## src/hw/rtl/tme_ram.sv

```systemverilog
// generic single-port-write ram with registered read
module tme_ram #(
  parameter int WIDTH = 8,
  parameter int DEPTH = 16
) (
  input  logic                     clk,
  input  logic                     we,
  input  logic [$clog2(DEPTH)-1:0] waddr,
  input  logic [WIDTH-1:0]         wdata,
  input  logic                     re,
  input  logic [$clog2(DEPTH)-1:0] raddr,
  output logic [WIDTH-1:0]         rdata
);

  logic [WIDTH-1:0] mem [DEPTH];

  always_ff @(posedge clk) begin
    if (we) begin
      mem[waddr] <= wdata;
    end
    if (re) begin
      rdata <= mem[raddr];
    end
  end

endmodule

```

## config.mk

```make
export PLATFORM = sky130hd
export DESIGN_NAME = tme_ram
export DESIGN_NICKNAME = d
export VERILOG_FILES = /design/src/hw/rtl/tme_ram.sv
export SDC_FILE = /design/constraint.sdc
export NUM_CORES = 1
export LEC_CHECK = 0
export ABC_AREA = 0
export BUFFER_PORTS_ARGS = -buffer_cell sky130_fd_sc_hd__buf_4
export CAP_MARGIN = 20
export CORE_ASPECT_RATIO = 0.75
export CORE_UTILIZATION = 40
export CTS_BUF_LIST = sky130_fd_sc_hd__clkbuf_4
export CTS_CLUSTER_DIAMETER = 50
export DETAILED_ROUTE_END_ITERATION = 16
export SETUP_SLACK_MARGIN = 0.2
export SKIP_CTS_REPAIR_TIMING = 1
export SYNTH_ARGS = -nofsm -noshare
export SYNTH_HDL_FRONTEND = slang
export SYNTH_SLANG_ARGS = --single-unit
export TNS_END_PERCENT = 10
```

## constraint.sdc

```tcl
create_clock -name clk -period 2.65 [get_ports clk]
set_input_delay 0.1325 -clock clk [delete_from_list [all_inputs] [get_ports clk]]
set_output_delay 0.1325 -clock clk [all_outputs]
set_load 0.005 [all_outputs]
```

==> results_dict.tcl, run 1 <==
set metrics [dict create \
    cts-htree-levels 4 \
    fin_cells 466 \
    worstSetupPathType "reg -> reg" \
    post_synth.cell_area_avg_um2 22.83 \
    grt.total_usage 0.1664 \
    ys_seq_elements 136 \
    grt_pass1_vias 2555 \
    min_path_cells 3 \
    crit_family "multiplexers" \
    clock_latency_ns 0.52 \
    rr_worst_depth 3 \
    first_iter_violations 193 \
    synthMuxAreaShare 0.1479 \
    grt_max_degree 33 \
    p_clk_frac 0.324 \
    grt_pass1_wl_um 15300 \
    hpwl_um 6200 \
    drt-pass1-iter-count 4 \
    synthAdderAreaFrac 0 \
    synth_compound_area_frac 0.02298 \
    comb_power_share 0.059 \
    tns_ns 0 \
    r2r_setup_slack_ns 1.20 \
    fin_crit_ns 1.454 \
    p_sw_frac 0.2229 \
    cp-end-kind "register" \
    critical_path_buf_inv_count 0 \
    dp.cells 424 \
    cts.sinks 136 \
    p_sw_uw 880.2 \
    syn_inst 229 \
    r2r_end "rdata[0]$_DFFE_PP_" \
    synth_warnings 0 \
    setup_viol 0 \
    layout_common_cells "edfxtp_1, buf_4, mux4_2" \
    post-place-ws_ns 0.7495 \
    worstHoldPathType "in -> reg" \
    synth.yosys.seq_area_share 0.7812 \
    cts_tree "yes" \
    cts_buffers 17 \
    status "complete, no violations" \
    ios 27 \
    synth_xor_area_frac 0 \
    reg2reg_from "mem[11][0]$_DFFE_PP_" \
    die_h_um 101 \
    clk_path_buf_depth 2 \
    layout_setup_ws_ns 1.196 \
    crit_path_start_kind "register" \
    cp_slowest_stage_delay_ns 0.48 \
    p_int_uw 3068 \
    yosys.area_share.simple 0.03135 \
    route.detailed.drc 0 \
    synth_top_family_by_area "multiplexers" \
    fin_skew_ns 0.007663 \
    overflow 0 \
    final_antenna_net_count 0 \
    cp.arrival_ns 1.73 \
    core-area_um2 12520 \
    power_density_nw_per_um2 658.2 \
    wirelength_um 10140 \
    dpl_cell_area_um2 5642 \
    final_common_cell "edfxtp_1" \
    max-cap-violations 0 \
    clk_pin_slew_ns 0.11 \
    num_vias 2470 \
    nets 305 \
    fin_crit_sh 0.5487 \
    cp_max_fo 1 \
    max_freq_ghz 0.6877 \
    rsz0062_at_grt "no" \
    root_buffer "clkbuf_4" \
    yosysTopAreaCellShare 0.7812 \
    hold_violations 0 \
    synth_area_leaders "edfxtp_1, mux4_2, mux4_1, a22oi_1, nor2_1" \
    wire_per_inst_um 21.75 \
    port_buffers 26 \
    drive_gt1_frac 0.2910 \
    antenna_found_initial 0 \
    die-width_um 134.0 \
    p_seq_frac 0.616 \
    total_leakage_power_uw 0.001967 \
    die_area_um2 13530 \
    hold_path_end "mem[12][5]$_DFFE_PP_" \
    start_util 0.4174 \
    syn2layout_area_growth_pct 14.74 \
    design_area_um2 5998 \
    yosysTopAreaCell "edfxtp_1" \
    finalPower_uw 3948 \
    slew_violations 0 \
    placementRows 35 \
    crit_chain "mux4_2 > a22oi_1 > nand2_1" \
    tightest_slew_ns 0.9604 \
    synthDistinctLibCells 18 \
    syn_area_um2 5228 \
    maxSlewHeadroom 0.3574 \
    worstPathRequired_ns 2.93 \
    globalplace.congestion 0.7147 \
    syn-num-nets 248 \
    cpMaxStageDelayCell "mux4_2" \
    hold_start "waddr[1]" \
    drt-vias-per-instance 5.300 \
    peakVddDrop_v 0.0004392 \
]
routing by layer:
| layer | track usage | wire length (µm) | vias up |
|---|---|---|---|
| met5 | 0 | 0 | - |
| met4 | 0.05682 | 115 | 0 |
| met3 | 0.04827 | 535 | 9 |
| met2 | 0.2451 | 4575 | 65 |
| met1 | 0.2377 | 4910 | 1300 |
| li1 | - | - | 1096 |
cells by family (layout without fill, tap and decap cells):
family | Yosys count | count (layout)
AO/OA/AOI/OAI | 16 | 16
buffers and inverters | 10 | 80
flip-flops | 136 | 136
multiplexers | 32 | 32
other | 0 | 1
AND/OR/NAND/NOR | 35 | 35
metrics by stage:
step,hold slack (ns),utilization
2_1_floorplan,0.2314,-
3_3_place_gp,0.4447,0.4505
3_5_place_dp,0.4451,0.4505
4_1_cts,-0.1180,0.4715
5_1_grt,0.09823,0.4787
6_report,0.1266,0.4789
flip-flops by register name (all words and copies together), names as in the netlist:
signal / count
mem: 128
rdata: 8
area by class of cell:
cell class	instances	area (µm²)
antenna	1	2.502
fill	1063	6526
clock buffer	17	127.6
sequential	136	4084
multi-input combinational	83	1057
clock inverter	15	136.4
timing repair buffer	48	382.9
tap	166	207.7
synthesized netlist by cell type:
library cell	number
mux4_2	18
nand3b_1	2
buf_2	3
nor2b_1	1
edfxtp_1	136
a22oi_1	16
clkdlybuf4s25_2	3
nand2_1	9
and2b_1	1
and2_1	1
buf_4	1
or3b_2	1
buf_6	3
nand3_1	1
mux4_1	14
nor2_1	13
nor3_1	4
nand2b_1	2
power by group through the flow:
stage / combinational [µW] / sequential, µW / clock, µW
6_report: 233 / 2430 / 1280
5_1_grt: 254 / 2440 / 1380
4_1_cts: 227 / 2430 / 1290
3_5_place_dp: 227 / 2480 / 0
3_3_place_gp: 223 / 2480 / 0
2_1_floorplan: 122 / 2480 / 0
worst reg2reg max path, cell delays in order, from the launching register on:
cell	delay, ns
edfxtp_1	0.38
mux4_2	0.48
a22oi_1	0.26
nand2_1	0.10
worst max-delay path by stage:
| stage | cells after the start | slack [ns] | endpoint | from |
|---|---|---|---|---|
| floorplan | 2 | 1.02 | mem[0][0]$_DFFE_PP_ | waddr[2] |
| global placement | 4 | 0.75 | rdata[1]$_DFFE_PP_ | raddr[0] |
| detailed placement | 4 | 0.75 | rdata[1]$_DFFE_PP_ | raddr[0] |
| CTS | 3 | 1.18 | rdata[0]$_DFFE_PP_ | mem[11][0]$_DFFE_PP_ |
| global route | 3 | 1.11 | rdata[3]$_DFFE_PP_ | mem[10][3]$_DFFE_PP_ |
| finish | 3 | 1.20 | rdata[0]$_DFFE_PP_ | mem[11][0]$_DFFE_PP_ |
No activity file was read; power rests on OpenSTA's default activity.
==> run 2: changes to the inputs <==
==> constraint.sdc (replaced) <==
create_clock -name clk -period 1.5 [get_ports clk]
set_input_delay 0.075 -clock clk [delete_from_list [all_inputs] [get_ports clk]]
set_output_delay 0.075 -clock clk [all_outputs]
set_load 0.005 [all_outputs]
==> results_dict.tcl, run 2 (synthesis results as in run 1) <==
set metrics [dict create \
    status "complete, no violations" \
    final_common_cell "edfxtp_1" \
    cpMaxStageDelayCell "mux4_1" \
    cp-end-kind "register" \
    core-area_um2 12520 \
    globalplace.congestion 0.7366 \
    max-cap-violations 0 \
    reg_top3 "mem: 128 flops, rdata: 8 flops" \
    cp_slowest_stage_delay_ns 0.54 \
    wirelength_um 10360 \
    cp.arrival_ns 1.69 \
    final_antenna_net_count 0 \
    hold_path_end "mem[0][1]$_DFFE_PP_" \
    layout_common_cells "edfxtp_1, buf_4, mux4_2" \
    crit_path_start_kind "register" \
    reg2reg_from "mem[9][5]$_DFFE_PP_" \
    cp_max_fo 1 \
    design_area_um2 6076 \
    ios 27 \
    total_leakage_power_uw 0.002013 \
    clock_latency_ns 0.50 \
    grt_pass1_wl_um 15840 \
    die-width_um 134.0 \
    antenna_cells 0 \
    route.detailed.drc 0 \
    max_freq_ghz 0.6977 \
    slew_violations 0 \
    dpl_cell_area_um2 5783 \
    crit_family "multiplexers" \
    antenna_found_initial 0 \
    largest_reg_flops 128 \
    worstHoldPathType "in -> reg" \
    grt.total_usage 0.1706 \
    cts.sinks 136 \
    wire_per_inst_um 21.76 \
    grt_max_degree 17 \
    cts_tree "yes" \
    clk_path_buf_depth 2 \
    setup_viol 0 \
    hold_violations 0 \
    drt-pass1-iter-count 4 \
    overflow 0 \
    worstPathRequired_ns 1.76 \
    fin_skew_ns 0.01179 \
    first_iter_violations 219 \
    num_vias 2515 \
    final_util 0.4851 \
    start_util 0.4174 \
    r2r_end "rdata[5]$_DFFE_PP_" \
    hpwl_um 6936 \
    drt-vias-per-instance 5.284 \
    port_buffers 26 \
    grt_pass1_vias 2543 \
    placementRows 35 \
    peakVddDrop_v 0.0006337 \
    fin_crit_ns 1.433 \
    tightest_slew_ns 0.8001 \
    root_buffer "clkbuf_4" \
    drive_gt1_frac 0.3548 \
    min_path_cells 3 \
    nets 320 \
    power_density_nw_per_um2 1077 \
    clk_pin_slew_ns 0.10 \
    rsz0062_at_grt "yes" \
    critical_path_buf_inv_count 0 \
    crit_chain "mux4_1 > a22oi_2 > nand2_1" \
    cts-htree-levels 4 \
    hold_start "waddr[1]" \
    worstSetupPathType "reg -> reg" \
    die_area_um2 13530 \
    r2r_setup_slack_ns 0.07 \
    largest-register "mem" \
    rr_worst_depth 3 \
    fin_crit_sh 0.9555 \
    syn2layout_area_growth_pct 16.23 \
    maxSlewHeadroom 0.4655 \
    path_depth 3 \
    die_h_um 101 \
    cts_buffers 17 \
]
==> run 2: cell types whose count changed in the layout (fill, tap and decap cells not counted), moves of 2 or more <==
cell,change
a22oi_1,-5
a22oi_2,+5
buf_12,+4
buf_4,+11
bufinv_16,-2
clkbuf_4,+2
clkinv_1,+2
clkinvlp_4,-6
mux4_1,-8
mux4_2,+8
==> run 2: where the power goes <==
part           switching, µW  internal, µW  total [µW]  leakage (µW)
Sequential              26.5          4270        4300       0.00124
Clock                   1150           616        1770      0.000111
Combinational            238           234         472      0.000666
Total                   1420          5120        6540       0.00201
==> run 2: how the worst max path moves through the flow <==
stage	startpoint	to
detailed placement	raddr[0]	rdata[5]$_DFFE_PP_
floorplan	waddr[2]	mem[3][0]$_DFFE_PP_
global placement	raddr[0]	rdata[3]$_DFFE_PP_
CTS	mem[0][2]$_DFFE_PP_	rdata[2]$_DFFE_PP_
global route	mem[3][3]$_DFFE_PP_	rdata[3]$_DFFE_PP_
finish	mem[9][5]$_DFFE_PP_	rdata[5]$_DFFE_PP_
==> run 2: cell type report <==
class | count | area [µm²]
clock buffer | 19 | 142.6
clock inverter | 9 | 38.79
fill | 1074 | 6449
multi-input combinational | 83 | 1057
sequential | 136 | 4084
tap | 166 | 207.7
timing repair buffer | 63 | 545.5
==> run 2: stage by stage <==
| step | setup WS (ns) | std cells | setup TNS (ns) | hold WS, ns | total power [µW] |
|---|---|---|---|---|---|
| after detailed placement | -0.07472 | 439 | -0.3032 | 0.3890 | 4840 |
| final | 0.06672 | 476 | 0 | 0.05845 | 6543 |
| after global placement | -0.08387 | 439 | -0.2383 | 0.3837 | 4829 |
| after global routing | 0.02185 | 476 | 0 | 0.02289 | 6803 |
| after floorplan | 0.1589 | 229 | 0 | 0.1739 | 4603 |
| after CTS | 0.03357 | 467 | 0 | -0.1612 | 6573 |
==> run 2: tightest hold or removal path, stage by stage <==
cell,delay (ns)
buf_4,0.12
nor3_2,0.05
buf_4,0.14
==> run 2: per-layer routing <==
metal | vias to the layer above | GRT usage | wire (µm)
met4 | 0 | 0.04983 | 89
met2 | 93 | 0.2415 | 4457
met1 | 1296 | 0.2534 | 4912
met5 | - | 0 | 0
li1 | 1117 | - | -
met3 | 9 | 0.05229 | 898
